$ cat src/design/spp_pkg.sv
// ----------------------------------------------------------------------------
// spp_pkg
// Types and codes shared by the streaming parallel port bus-cycle engine.
// ----------------------------------------------------------------------------
package spp_pkg;

  typedef enum logic [1:0] {
    OP_TICK   = 2'd0,
    OP_DWRITE = 2'd1,
    OP_AWRITE = 2'd2,
    OP_DREAD  = 2'd3
  } op_t;

  typedef enum logic [2:0] {
    PH_IDLE = 3'b001,
    PH_ONE  = 3'b010,
    PH_TWO  = 3'b100
  } phase_t;

  localparam int unsigned CFG_INDEX_W = 3;
  localparam int unsigned CFG_DATA_W  = 4;

  localparam logic [CFG_INDEX_W-1:0] CFG_PORT_ENABLE   = 3'd0;
  localparam logic [CFG_INDEX_W-1:0] CFG_USB_OWNER     = 3'd1;
  localparam logic [CFG_INDEX_W-1:0] CFG_CLOCK_MODE    = 3'd2;
  localparam logic [CFG_INDEX_W-1:0] CFG_CS_ENABLE     = 3'd3;
  localparam logic [CFG_INDEX_W-1:0] CFG_CLOCK1_ENABLE = 3'd4;
  localparam logic [CFG_INDEX_W-1:0] CFG_WAIT_STATES   = 3'd5;

  typedef struct packed {
    op_t        operation;
    logic [7:0] write_value;
    logic [7:0] port_in;
  } item_t;

  typedef struct packed {
    logic [7:0] read_data;
    logic       busy_res;
    logic [3:0] address;
    logic [7:0] port_out;
    logic       port_drive;
    logic       oe_pin;
    logic       cs_pin;
    logic       clk1_pin;
    logic       clk2_pin;
    logic       interrupt;
  } result_t;

  typedef struct packed {
    logic                   en;
    logic [CFG_INDEX_W-1:0] index;
    logic [CFG_DATA_W-1:0]  data;
  } cfg_wr_t;

endpackage

$ cat src/design/spp_engine.sv
// ----------------------------------------------------------------------------
// spp_engine
// Configuration registers and bus-cycle state; computes the next state and
// the result for the item being transferred out of the input register.
// ----------------------------------------------------------------------------
module spp_engine (
  input  logic             clk,
  input  logic             rst,
  input  logic             fire,
  input  spp_pkg::item_t   item,
  input  spp_pkg::cfg_wr_t cfg,
  output spp_pkg::result_t res
);

  // configuration
  logic       port_enable, port_enable_next;
  logic       usb_owner, usb_owner_next;
  logic [1:0] clock_mode, clock_mode_next;
  logic       cs_enable, cs_enable_next;
  logic       clk1_enable, clk1_enable_next;
  logic [3:0] wait_states, wait_states_next;

  // bus-cycle state
  spp_pkg::phase_t phase, phase_next;
  spp_pkg::op_t    access_kind, access_kind_next;
  logic [4:0]      wait_count, wait_count_next;
  logic [7:0]      data_latch, data_latch_next;
  logic [3:0]      address_nibble, address_nibble_next;
  logic            busy, busy_next;
  logic [7:0]      port_value, port_value_next;
  logic            port_direction, port_direction_next;
  logic            oe, oe_next;
  logic            cs, cs_next;
  logic            clk1, clk1_next;
  logic            clk2, clk2_next;

  logic [4:0]   wait_load;
  logic [4:0]   wait_dec;
  logic         start;
  spp_pkg::op_t start_kind;
  logic         start_drive;
  logic         start_oe;
  logic         sel_clk1;
  logic [7:0]   rd;
  logic         irq;

  assign wait_load = {1'b0, wait_states} + 5'd1;
  assign wait_dec  = (wait_count != 5'd0) ? wait_count - 5'd1 : wait_count;

  // which clock strobe fires at the end of phase one
  always_comb begin
    if (clock_mode[1]) begin
      sel_clk1 = address_nibble[0];
    end else if (clock_mode[0]) begin
      sel_clk1 = (access_kind != spp_pkg::OP_DREAD);
    end else begin
      sel_clk1 = (access_kind == spp_pkg::OP_AWRITE);
    end
  end

  always_comb begin
    port_enable_next    = port_enable;
    usb_owner_next      = usb_owner;
    clock_mode_next     = clock_mode;
    cs_enable_next      = cs_enable;
    clk1_enable_next    = clk1_enable;
    wait_states_next    = wait_states;
    phase_next          = phase;
    access_kind_next    = access_kind;
    wait_count_next     = wait_count;
    data_latch_next     = data_latch;
    address_nibble_next = address_nibble;
    busy_next           = busy;
    port_value_next     = port_value;
    port_direction_next = port_direction;
    oe_next             = oe;
    cs_next             = cs;
    clk1_next           = clk1;
    clk2_next           = clk2;
    start               = 1'b0;
    start_kind          = spp_pkg::OP_DWRITE;
    start_drive         = 1'b1;
    start_oe            = 1'b0;
    rd                  = 8'd0;
    irq                 = 1'b0;

    if (fire) begin
      unique case (item.operation)
        spp_pkg::OP_TICK: begin
          if (phase != spp_pkg::PH_IDLE) begin
            wait_count_next = wait_dec;
            if (wait_dec == 5'd0) begin
              if (phase == spp_pkg::PH_ONE) begin
                phase_next = spp_pkg::PH_TWO;
                if (access_kind == spp_pkg::OP_DREAD) begin
                  data_latch_next = item.port_in;
                end
                if (sel_clk1) begin
                  clk1_next = clk1 | clk1_enable;
                end else begin
                  clk2_next = 1'b1;
                end
                wait_count_next = wait_load;
              end else begin
                phase_next = spp_pkg::PH_IDLE;
                busy_next  = 1'b0;
                oe_next    = 1'b1;
                clk2_next  = 1'b0;
                if (cs_enable) begin
                  cs_next = 1'b0;
                end
                if (clk1_enable) begin
                  clk1_next = 1'b0;
                end
                irq = !usb_owner;
              end
            end
          end
        end
        spp_pkg::OP_DWRITE: begin
          if (port_enable) begin
            data_latch_next = item.write_value;
            port_value_next = item.write_value;
            start           = 1'b1;
            start_kind      = spp_pkg::OP_DWRITE;
          end
        end
        spp_pkg::OP_AWRITE: begin
          address_nibble_next = item.write_value[3:0];
          if (port_enable && (item.write_value[3:0] != address_nibble)) begin
            port_value_next = {4'd0, item.write_value[3:0]};
            start           = 1'b1;
            start_kind      = spp_pkg::OP_AWRITE;
          end
        end
        spp_pkg::OP_DREAD: begin
          if (port_enable) begin
            rd          = data_latch;
            start       = 1'b1;
            start_kind  = spp_pkg::OP_DREAD;
            start_drive = 1'b0;
            start_oe    = 1'b1;
          end
        end
      endcase

      // an access while busy simply restarts phase one
      if (start) begin
        port_direction_next = start_drive;
        busy_next           = 1'b1;
        phase_next          = spp_pkg::PH_ONE;
        access_kind_next    = start_kind;
        oe_next             = start_oe;
        if (cs_enable) begin
          cs_next = 1'b1;
        end
        wait_count_next = wait_load;
      end
    end else if (cfg.en) begin
      unique case (cfg.index)
        spp_pkg::CFG_PORT_ENABLE: begin
          // enabling parks the strobes but leaves busy alone
          if (cfg.data[0] && !port_enable) begin
            phase_next      = spp_pkg::PH_IDLE;
            wait_count_next = 5'd0;
            oe_next         = 1'b1;
            clk2_next       = 1'b0;
            if (clk1_enable) begin
              clk1_next = 1'b0;
            end
            if (cs_enable) begin
              cs_next = 1'b0;
            end
          end
          port_enable_next = cfg.data[0];
        end
        spp_pkg::CFG_USB_OWNER: begin
          usb_owner_next = cfg.data[0];
        end
        spp_pkg::CFG_CLOCK_MODE: begin
          clock_mode_next = cfg.data[1:0];
        end
        spp_pkg::CFG_CS_ENABLE: begin
          if (port_enable && cfg.data[0] && !cs_enable) begin
            cs_next = 1'b0;
          end
          cs_enable_next = cfg.data[0];
        end
        spp_pkg::CFG_CLOCK1_ENABLE: begin
          if (port_enable && cfg.data[0] && !clk1_enable) begin
            clk1_next = 1'b0;
          end
          clk1_enable_next = cfg.data[0];
        end
        spp_pkg::CFG_WAIT_STATES: begin
          wait_states_next = cfg.data;
        end
        default: begin
        end
      endcase
    end
  end

  always_ff @(posedge clk) begin
    if (rst) begin
      port_enable    <= 1'b0;
      usb_owner      <= 1'b0;
      clock_mode     <= 2'd0;
      cs_enable      <= 1'b0;
      clk1_enable    <= 1'b0;
      wait_states    <= 4'd0;
      phase          <= spp_pkg::PH_IDLE;
      access_kind    <= spp_pkg::OP_TICK;
      wait_count     <= 5'd0;
      data_latch     <= 8'd0;
      address_nibble <= 4'd0;
      busy           <= 1'b0;
      port_value     <= 8'd0;
      port_direction <= 1'b0;
      oe             <= 1'b1;
      cs             <= 1'b0;
      clk1           <= 1'b0;
      clk2           <= 1'b0;
    end else begin
      port_enable    <= port_enable_next;
      usb_owner      <= usb_owner_next;
      clock_mode     <= clock_mode_next;
      cs_enable      <= cs_enable_next;
      clk1_enable    <= clk1_enable_next;
      wait_states    <= wait_states_next;
      phase          <= phase_next;
      access_kind    <= access_kind_next;
      wait_count     <= wait_count_next;
      data_latch     <= data_latch_next;
      address_nibble <= address_nibble_next;
      busy           <= busy_next;
      port_value     <= port_value_next;
      port_direction <= port_direction_next;
      oe             <= oe_next;
      cs             <= cs_next;
      clk1           <= clk1_next;
      clk2           <= clk2_next;
    end
  end

  // result reflects the state after this item
  always_comb begin
    res.read_data  = rd;
    res.busy_res   = busy_next;
    res.address    = address_nibble_next;
    res.port_out   = port_value_next;
    res.port_drive = port_direction_next;
    res.oe_pin     = oe_next;
    res.cs_pin     = cs_enable_next & cs_next;
    res.clk1_pin   = clk1_enable_next & clk1_next;
    res.clk2_pin   = clk2_next;
    res.interrupt  = irq;
  end

`ifndef NO_ASSERTIONS
  a_active_busy : assert property (@(posedge clk) disable iff (rst)
    (phase != spp_pkg::PH_IDLE) |-> busy)
    else $error("bus cycle running without busy");

  a_active_count : assert property (@(posedge clk) disable iff (rst)
    (phase != spp_pkg::PH_IDLE) |-> (wait_count != 5'd0 && wait_count <= 5'd16))
    else $error("wait count out of range in an active phase");

  a_irq_ends : assert property (@(posedge clk) disable iff (rst)
    (fire && res.interrupt) |=> (phase == spp_pkg::PH_IDLE && !busy && oe))
    else $error("interrupt without cycle completion");

  a_read_input : assert property (@(posedge clk) disable iff (rst)
    (fire && item.operation == spp_pkg::OP_DREAD && port_enable)
      |=> (!port_direction && oe && phase == spp_pkg::PH_ONE))
    else $error("read did not start an input cycle");
`endif

endmodule

$ cat src/design/streaming_parallel_port_cycle.sv
// ----------------------------------------------------------------------------
// streaming_parallel_port_cycle
// Parallel port bus-cycle engine with a streaming item interface.
// ----------------------------------------------------------------------------
// Usage:
//   item channel (item_valid / item_stall / item) carries ticks and port
//   accesses; every transfer yields exactly one transfer on the result
//   channel (result_valid / result_stall / result) with the pin levels and
//   status after that item.
//   Each item passes through the input register, then the result register,
//   where its result becomes valid. One item is taken every cycle while
//   item_stall is low; the state update for an item is a single pass of
//   logic between the input register and the result register.
//   When the receiver stalls, the result register holds and the input
//   register keeps accepting until it is full too, then item_stall rises
//   in the same cycle.
//   Configuration is written through cfg_write_en / cfg_index / cfg_data
//   while no items are in flight; indexes past the register list are ignored.
//   Reset (rst, synchronous) empties both registers, clears configuration,
//   and returns the port to idle with output enable high and other strobes
//   low.
// ----------------------------------------------------------------------------
module streaming_parallel_port_cycle (
  input  logic                            clk,
  input  logic                            rst,
  input  logic                            item_valid,
  output logic                            item_stall,
  input  spp_pkg::item_t                  item,
  output logic                            result_valid,
  input  logic                            result_stall,
  output spp_pkg::result_t                result,
  input  logic                            cfg_write_en,
  input  logic [spp_pkg::CFG_INDEX_W-1:0] cfg_index,
  input  logic [spp_pkg::CFG_DATA_W-1:0]  cfg_data
);

  logic             s1_valid;
  spp_pkg::item_t   s1_item;
  logic             advance;
  logic             fire;
  spp_pkg::cfg_wr_t cfg;
  spp_pkg::result_t eng_res;

  assign advance    = !result_valid || !result_stall;
  assign item_stall = s1_valid && !advance;
  assign fire       = s1_valid && advance;

  assign cfg.en    = cfg_write_en;
  assign cfg.index = cfg_index;
  assign cfg.data  = cfg_data;

  always_ff @(posedge clk) begin
    if (rst) begin
      s1_valid <= 1'b0;
    end else if (!item_stall) begin
      s1_valid <= item_valid;
    end
  end

  always_ff @(posedge clk) begin
    if (item_valid && !item_stall) begin
      s1_item <= item;
    end
  end

  always_ff @(posedge clk) begin
    if (rst) begin
      result_valid <= 1'b0;
    end else if (advance) begin
      result_valid <= s1_valid;
    end
  end

  always_ff @(posedge clk) begin
    if (fire) begin
      result <= eng_res;
    end
  end

  spp_engine u_engine (
    .clk  (clk),
    .rst  (rst),
    .fire (fire),
    .item (s1_item),
    .cfg  (cfg),
    .res  (eng_res)
  );

endmodule
$ cat config.mk
export PLATFORM = sky130hd
export DESIGN_NAME = streaming_parallel_port_cycle
export DESIGN_NICKNAME = d
export VERILOG_FILES = /design/src/design/spp_pkg.sv /design/src/design/spp_engine.sv /design/src/design/streaming_parallel_port_cycle.sv
export SDC_FILE = /design/constraint.sdc
export NUM_CORES = 1
export LEC_CHECK = 0
export BUFFER_PORTS_ARGS = -buffer_cell sky130_fd_sc_hd__buf_2
export CORE_MARGIN = 2
export CORE_UTILIZATION = 55
export DETAILED_ROUTE_END_ITERATION = 12
export HOLD_SLACK_MARGIN = 0.02
export PLACE_DENSITY = 0.79
export SLEW_MARGIN = 20
export SYNTH_ARGS = -nofsm -noshare
export SYNTH_HDL_FRONTEND = slang
export SYNTH_SLANG_ARGS = --single-unit
$ cat constraint.sdc
create_clock -name clk -period 4.5 [get_ports clk]
set_input_delay 0.45 -clock clk [delete_from_list [all_inputs] [get_ports clk]]
set_output_delay 0.45 -clock clk [all_outputs]
set_load 0.05 [all_outputs]
# Word-level counts from Yosys, hierarchy flattened
# Cells that the tools add are included.
# W data, S select, Z words.
# totals
regBits	93
latch_bits	0
ramBits	0
mem_bits_ro	0
in_bits	30
out_inout_bits	29
word_cells	198
n_memories	0
# op_classes
n_addsub	2
mul	0
n_div	0
n_lt_le_gt_ge	0
n_eq_ne	22
n_shift	0
n_mux	98
n_bitwise	7
n_reduce_logical	36
# op_table
cell	count
$mux W8	8
$mux W1	61
$mux W5	10
$pmux W8 S2	2
$mux W3	9
$ne A3 B1 Y1 const B	4
$reduce_and A3 Y1	4
$ne A2 B1 Y1 const B	5
$eq A3 B2 Y1 const B	3
$eq A2 B2 Y1 const B	4
$logic_and A1 B1 Y1	8
$logic_not A1 Y1	8
$mux W4	2
$reduce_bool A2 Y1	4
$reduce_and A7 Y1	1
$eq A3 B3 Y1 const B	2
$pmux W1 S2	3
$reduce_and A6 Y1	1
$add A4 B1 Y5 const B	1
$logic_not A5 Y1	1
$reduce_and A5 Y1	1
$reduce_bool A5 Y1	1
$sub A5 B1 Y5 const B	1
$mux W2	2
other kinds (14)	19

# Depth between registers and ports, before layout
# Gate-level depths: netlist (run 1).
# logic_depth
word_depth	10
depth_mapped	9
mapped_depth_nobuf	7

# Cells and area by module
# From an unflattened synthesis (run 1), not the netlist that was laid out.
# hier_totals
hier_cells	377
hier_area_um2	4184.0
# modules_own_cells
module	instances	cells_per_inst	area_per_inst_um2	seq_area_each_um2
spp_engine	1	322	2746.4	920.9
streaming_parallel_port_cycle	1	55	1437.6	1391.3

# Worst setup path after synthesis (run 1)
# Ideal clock, no wire load.
# synth_timing
kind	register -> register
from	register result_valid
to	register result[5] (netlist name), data pin
t_arrival_ns	2.192
required_time_ns	4.238
path_slack_ns	2.046
stages_incl_launch_ff	8
path_buffers	3
synth_period_minus_slack_ns	2.454
cell_sequence	dfxtp_1 > a21bo_2 > buf_6 > inv_1 > buf_2 > buf_2 > o21ai_1 > mux2_2
# synth_lines
element	line	source
start, declared	streaming_parallel_port_cycle.sv:29	output logic result_valid,
start signal, assigned	streaming_parallel_port_cycle.sv:70	result_valid <= s1_valid;
end signal, assigned	streaming_parallel_port_cycle.sv:76	result <= eng_res;
end, declared	streaming_parallel_port_cycle.sv:31	output spp_pkg::result_t result,

# Final worst setup path (run 1)
# layout_timing
from	register s1_valid
to	register u_engine.wait_count[3]
# layout_via
elab_chain_len	3
word_cells_on_any_way	8
# layout_rtl
element	line	source
start, declared	streaming_parallel_port_cycle.sv:37	logic s1_valid;
start signal, assigned	streaming_parallel_port_cycle.sv:56	s1_valid <= item_valid;
$logic_and A1 B1 Y1 (*)	streaming_parallel_port_cycle.sv:46	assign fire = s1_valid && advance;
$ne A3 B1 Y1 (no line) / $reduce_bool A2 Y1 (equally long branches)	n/a	
$reduce_and A5 Y1 (no line)	n/a	
end signal, assigned	spp_engine.sv:233	wait_count <= wait_count_next;
end, declared	spp_engine.sv:26	logic [4:0] wait_count, wait_count_next;
# Every way passes the cells marked *; elsewhere a longest branch is shown, timed or not.
# A chain may end at the register's enable or synchronous reset.

==> impl_metrics.env, run 1 <==
export IMPL_status="complete, no violations"
export IMPL_report_final_slew_viol_count=0
export IMPL_antenna_found_initial=0
export IMPL_synth_top_area_cell="edfxtp_1"
export IMPL_ys_seq_area_share_pct=52.9
export IMPL_cts_hold_fix_buffers=0
export IMPL_powerDensity_mw_per_mm2=331
export IMPL_first_pass_iters=5
export IMPL_maxCapViolations=0
export IMPL_synth_top_area_share_pct=30.9
export IMPL_gr_total_overflow=0
export IMPL_final_setup_tns_ns=0
export IMPL_n_antenna_cell=0
export IMPL_clkTransAtPathRegs_ns=0.10
export IMPL_die_x_um=93.2
export IMPL_fin_cells=537
export IMPL_crit_chain="a21bo_2 > inv_1 > buf_4 > a41oi_1 > a22o_1 > a221o_2"
export IMPL_synth_ff_type="dfxtp_1"
export IMPL_hp_class="in2reg"
export IMPL_p_sw_share_pct=27.3
export IMPL_drtAntennaViolNets=0
export IMPL_slew_headroom_pct=47.2
export IMPL_grt_setup_unrepaired="no"
export IMPL_grt_pass1_vias=3001
export IMPL_hold_path_startpoint="item[11]"
export IMPL_power_share_clock_pct=33.5
export IMPL_cp_end_kind="register"
export IMPL_grt_max_degree=33
export IMPL_timing_fmax_mhz=365
export IMPL_finalCritPeriodShare_pct=60.9
export IMPL_drive_above_1_share_pct=26.0
export IMPL_power_frac_comb_pct=9.0
export IMPL_drt_iter0_markers=204
export IMPL_critPathLaunchType="register"
export IMPL_nets=466
export IMPL_portBuffers=58
export IMPL_cts_buffer_depth=2
export IMPL_core_area_sq_mm=0.00773
export IMPL_cts_sinks=93
export IMPL_worst_pin_slew_ns=0.791
export IMPL_syn_area_sq_mm=0.00437
export IMPL_viasPerCell=6.00
export IMPL_pwr_share_seq_pct=57.5
export IMPL_synth_edf_count=45
export IMPL_finalClockSkew_ns=0.00672
export IMPL_finalPower_mw=1.61
export IMPL_postSynthAreaPerCell_sq_um=11.5
export IMPL_cp_data_required_time_ns=4.76
export IMPL_cts_root_buf="clkbuf_8"
export IMPL_synth_nets=415
export IMPL_ctsResizeCount=0
export IMPL_cts_tree="built"
export IMPL_p_leak_nw=1.89
export IMPL_critical_path_max_stage_delay_ns=0.61
export IMPL_finalCriticalPeriod_ns=2.74
export IMPL_die_area_sq_mm=0.00868
export IMPL_ys_top_cells_by_area="edfxtp_1 31%, dfxtp_1 22%, mux2i_1 4.6%, a311oi_2 2.7%, a21oi_1 2.4%"
export IMPL_postLayoutCoreUtil_pct=62.9
export IMPL_cp_arrival_ns=3.00
export IMPL_insertion_delay_ns=0.36
export IMPL_synth_seq_cells=93
export IMPL_num_rows=32
export IMPL_finalSetupViolCount=0
export IMPL_area_growth_pct=11.1
export IMPL_fillCellCount=600
export IMPL_ys_async_sr_fraction_pct=0
export IMPL_wirelength_um=9080
export IMPL_grt_pass1_wl_um=14800
export IMPL_die_h_um=93.2
export IMPL_crit_type="reg2reg"
export IMPL_worstReg2RegStart="s1_valid"
export IMPL_hold_violations=0
export IMPL_crit_path_start="s1_valid"
export IMPL_dp_cells=521
export IMPL_routabilityCongestion=0.913
export IMPL_numCtsBuffers=9
export IMPL_grt_usage_pct=21.7
export IMPL_synth_cell_type_count=70
export IMPL_yosys_warnings=0
export IMPL_p_sw_uw=440
export IMPL_place_hpwl_um=6360
export IMPL_wl_per_cell_um=16.9
export IMPL_whs_ns=0.251
export IMPL_synth_most_common_cell="dfxtp_1"
export IMPL_critPathSlowestCell="inv_1"
export IMPL_crit_fanout=24
export IMPL_post_cts_buffers=0
export IMPL_initial_core_util_pct=56.6
export IMPL_io_pins=59
export IMPL_ir_worst_vdd_uv=183
export IMPL_p_int_mw=1.17
export IMPL_drc=0
export IMPL_synth_common_cells="48 x dfxtp_1, 45 x edfxtp_1, 25 x nor2_1"
export IMPL_syn_inst=379
export IMPL_h_tree_depth=3
export IMPL_dr_total_vias=3221
==> metrics by stage <==
step	cell area, sq um	setup slack [ns]
finish	4860	1.76
global route	4860	1.63
CTS	4860	1.78
detailed placement	4670	1.60
global placement	4670	1.65
floorplan	4370	2.05
==> cells in the final DEF (no fill, tap or decap), drive strengths merged, types with 4 or more instances in the layout <==
master / count
a21boi: 4
a21oi: 22
a221o: 7
a22o: 5
a311oi: 9
a32o: 4
and2: 10
and3: 13
buf: 61
clkbuf: 9
dfxtp: 48
edfxtp: 45
ha: 6
inv: 16
mux2: 10
mux2i: 20
nand2: 21
nand3: 6
nand4: 11
nor2: 25
nor2b: 6
nor3: 8
o21ai: 9
xnor2: 5
==> cells by family after synthesis <==
kind of cell,count (synthesis),share of synthesized area [%]
AND/OR/NAND/NOR,124,15.9
flip-flops,93,52.9
AO/OA/AOI/OAI,87,16.7
buffers and inverters,33,4.35
multiplexers,30,7.24
XOR/XNOR,6,1.20
adder cells (fa/ha/maj),6,1.72
==> sequential cells by signal, summed over array words and instances, names as in the netlist, 2 cells and up <==
register	count
result	27
s1_item	18
u_engine.data_latch	8
u_engine.port_value	8
u_engine.wait_count	5
u_engine.address_nibble	4
u_engine.wait_states	4
u_engine.phase	3
u_engine.access_kind	2
u_engine.clock_mode	2
==> power by group through the flow <==
stage	combinational (mW)	sequential, mW	clock (mW)
detailed placement	0.143	0.944	0
global route	0.155	0.927	0.577
CTS	0.144	0.924	0.542
finish	0.145	0.924	0.539
floorplan	0.0758	0.970	0
global placement	0.140	0.943	0
==> routing by layer <==
| layer | vias to the layer above | routed length, um | GRT usage (%) |
|---|---|---|---|
| met5 | - | 0 | 0 |
| met4 | 0 | 166 | 8.21 |
| met3 | 15 | 520 | 3.14 |
| met2 | 133 | 4290 | 34.5 |
| met1 | 1530 | 4110 | 30.3 |
| li1 | 1543 | - | - |
==> critical path: cells and delay by family, from the launching register on <==
family	cells	cell delay (ns)
compound gates	4	1.23
buf+inv	2	1.04
flops	1	0.36
==> final timing paths <==
kind         cells after the start                      to  slack, ns
max                              6  u_engine.wait_count[3]       1.76
min                              1             s1_item[11]       0.25
max reg2reg                      6  u_engine.wait_count[3]       1.76
min reg2reg                      2       u_engine.phase[1]       0.49
==> layout make-up <==
cell class,count,area [sq um],area share (%)
clock buffer,9,124,2.55
sequential,93,2310,47.6
inverter,12,45.0,0.927
clock inverter,7,66.3,1.37
multi-input combinational,253,1870,38.5
timing repair buffer,61,313,6.44
tap,102,128,2.63
Note: power is estimated with default switching activity, not from simulation.
==> inputs of run 2 (changes only) <==
==> constraint.sdc (replaced) <==
create_clock -name clk -period 2.8 [get_ports clk]
set_input_delay 0.28 -clock clk [delete_from_list [all_inputs] [get_ports clk]]
set_output_delay 0.28 -clock clk [all_outputs]
set_load 0.05 [all_outputs]
==> run 2 against run 1 <==
Compared with the run above: worst hold slack lost 0.16 ns; worst setup slack got worse by 1.3 ns; utilization grew 1.2 points; critical endpoint is now result[18]; highest routed layer unchanged.
==> impl_metrics.env, run 2 (synthesized netlist as in run 1, its figures left out) <==
export IMPL_met2WireLength_um=4370
export IMPL_final_setup_worst_slack_ns=0.422
export IMPL_slew_headroom_pct=53.2
export IMPL_top_layer_used="met4"
export IMPL_powerDensity_mw_per_mm2=530
export IMPL_post_cts_buffers=0
export IMPL_cp_data_required_time_ns=2.91
export IMPL_top_regs="result: 27 flops, s1_item: 18 flops"
export IMPL_p_sw_share_pct=25.3
export IMPL_crit_type="reg2reg"
export IMPL_antenna_found_initial=0
export IMPL_layout_common_cells="58 x buf_2, 48 x dfxtp_1, 45 x edfxtp_1, 25 x nor2_1, 21 x a21oi_1"
export IMPL_clkTransAtPathRegs_ns=0.10
export IMPL_report_final_slew_viol_count=0
export IMPL_h_tree_depth=3
export IMPL_cts_root_buf="clkbuf_8"
export IMPL_die_h_um=93.2
export IMPL_finalCritPeriodShare_pct=84.9
export IMPL_initial_core_util_pct=56.6
export IMPL_fillCellCount=608
export IMPL_hold_violations=0
export IMPL_core_area_sq_mm=0.00773
export IMPL_n_antenna_cell=0
export IMPL_io_pins=59
export IMPL_ctsResizeCount=0
export IMPL_area_growth_pct=13.2
export IMPL_first_pass_iters=4
export IMPL_ir_worst_vdd_uv=348
export IMPL_portBuffers=58
export IMPL_cts_hold_fix_buffers=0
export IMPL_grt_pass1_vias=3161
export IMPL_gr_total_overflow=0
export IMPL_die_x_um=93.2
export IMPL_cp_arrival_ns=2.49
export IMPL_finalCriticalPeriod_ns=2.38
export IMPL_worst_pin_slew_ns=0.697
export IMPL_p_leak_nw=1.95
export IMPL_p_int_mw=1.96
export IMPL_drt_iter0_markers=249
export IMPL_maxCapViolations=0
export IMPL_cts_tree="built"
export IMPL_hp_class="in2reg"
export IMPL_crit_chain="inv_1 > ha_1 > or4b_4 > o32ai_4 > nand4_1 > o21ai_0 > nand2_1"
export IMPL_grt_max_degree=32
export IMPL_wl_per_cell_um=16.6
export IMPL_routabilityCongestion=0.959
export IMPL_critical_path_max_stage_delay_ns=0.51
export IMPL_drive_above_1_share_pct=27.6
export IMPL_finalSetupViolCount=0
export IMPL_nets=477
export IMPL_dp_slack_ns=0.466
export IMPL_dr_total_vias=3250
export IMPL_viasPerCell=5.93
export IMPL_cp_end_kind="register"
export IMPL_num_rows=32
export IMPL_dr_wl_met3_um=527
export IMPL_whs_ns=0.0884
export IMPL_power_share_clock_pct=34.2
export IMPL_final_setup_tns_ns=0
export IMPL_p_sw_uw=664
export IMPL_power_frac_comb_pct=9.3
export IMPL_insertion_delay_ns=0.36
export IMPL_largest_register_ffs=27
export IMPL_die_area_sq_mm=0.00868
export IMPL_grt_pass1_wl_um=15000
export IMPL_timing_fmax_mhz=420
export IMPL_critPathSlowestCell="or4b_4"
export IMPL_top_register="result"
export IMPL_status="complete, no violations"
export IMPL_cts_sinks=93
export IMPL_crit_fanout=7
export IMPL_cts_buffer_depth=2
export IMPL_wirelength_um=9090
export IMPL_wirelength_met1_um=4060
export IMPL_finalClockSkew_ns=0.00958
export IMPL_grt_setup_unrepaired="no"
export IMPL_drc=0
export IMPL_drtAntennaViolNets=0
export IMPL_numCtsBuffers=9
export IMPL_final_common_cell="buf_2"
export IMPL_pwr_share_seq_pct=56.5
export IMPL_grt_usage_pct=21.9
export IMPL_place_hpwl_um=6490
export IMPL_critPathLaunchType="register"
## run 2: metrics by stage
stage          cell area, sq um  instances  power (mW)  utilization (%)
2_1_floorplan              4370        379        1.68                -
3_3_place_gp               4750        532        1.75             61.5
3_5_place_dp               4750        532        1.76             61.5
4_1_cts                    4950        548        2.63             64.1
5_1_grt                    4950        548        2.72             64.1
6_report                   4950        548        2.63             64.1
## run 2: cell type report
type	instances	area, sq um	area share, %
clock buffer	10	128	2.58
inverter	12	45.0	0.910
multi-input combinational	253	1870	37.8
tap	102	128	2.58
clock inverter	6	72.6	1.47
timing repair buffer	72	395	7.99
sequential	93	2310	46.7
## run 2: power by group through the flow
stage | sequential, mW | clock (mW) | combinational (mW)
2_1_floorplan | 1.56 | 0 | 0.122
3_3_place_gp | 1.51 | 0 | 0.237
3_5_place_dp | 1.51 | 0 | 0.242
4_1_cts | 1.48 | 0.909 | 0.242
5_1_grt | 1.49 | 0.968 | 0.261
6_report | 1.48 | 0.899 | 0.244
## run 2: critical path, delay by kind of cell, from the launching register on
kind	cells	cell delay (ns)
simple gates	3	0.90
compound gates	2	0.53
flops	1	0.37
fa+ha+maj	1	0.25
buf+inv	1	0.08
## run 2: path summary, 6_finish.rpt
path / from / endpoint / slack, ns / depth (start not counted)
worst max-delay path: u_engine.wait_count[0] / result[18] / 0.42 / 7
worst min-delay path: item[10] / s1_item[10] / 0.09 / 1
worst max register to register: u_engine.wait_count[0] / result[18] / 0.42 / 7
worst min register to register: u_engine.access_kind[0] / u_engine.access_kind[0] / 0.48 / 2
## run 2: routing by layer
| metal | vias to the layer above | GRT usage (%) |
|---|---|---|
| met5 | - | 0 |
| met4 | 0 | 9.19 |
| met3 | 12 | 2.90 |
| met2 | 111 | 35.9 |
| met1 | 1561 | 29.3 |
| li1 | 1566 | - |
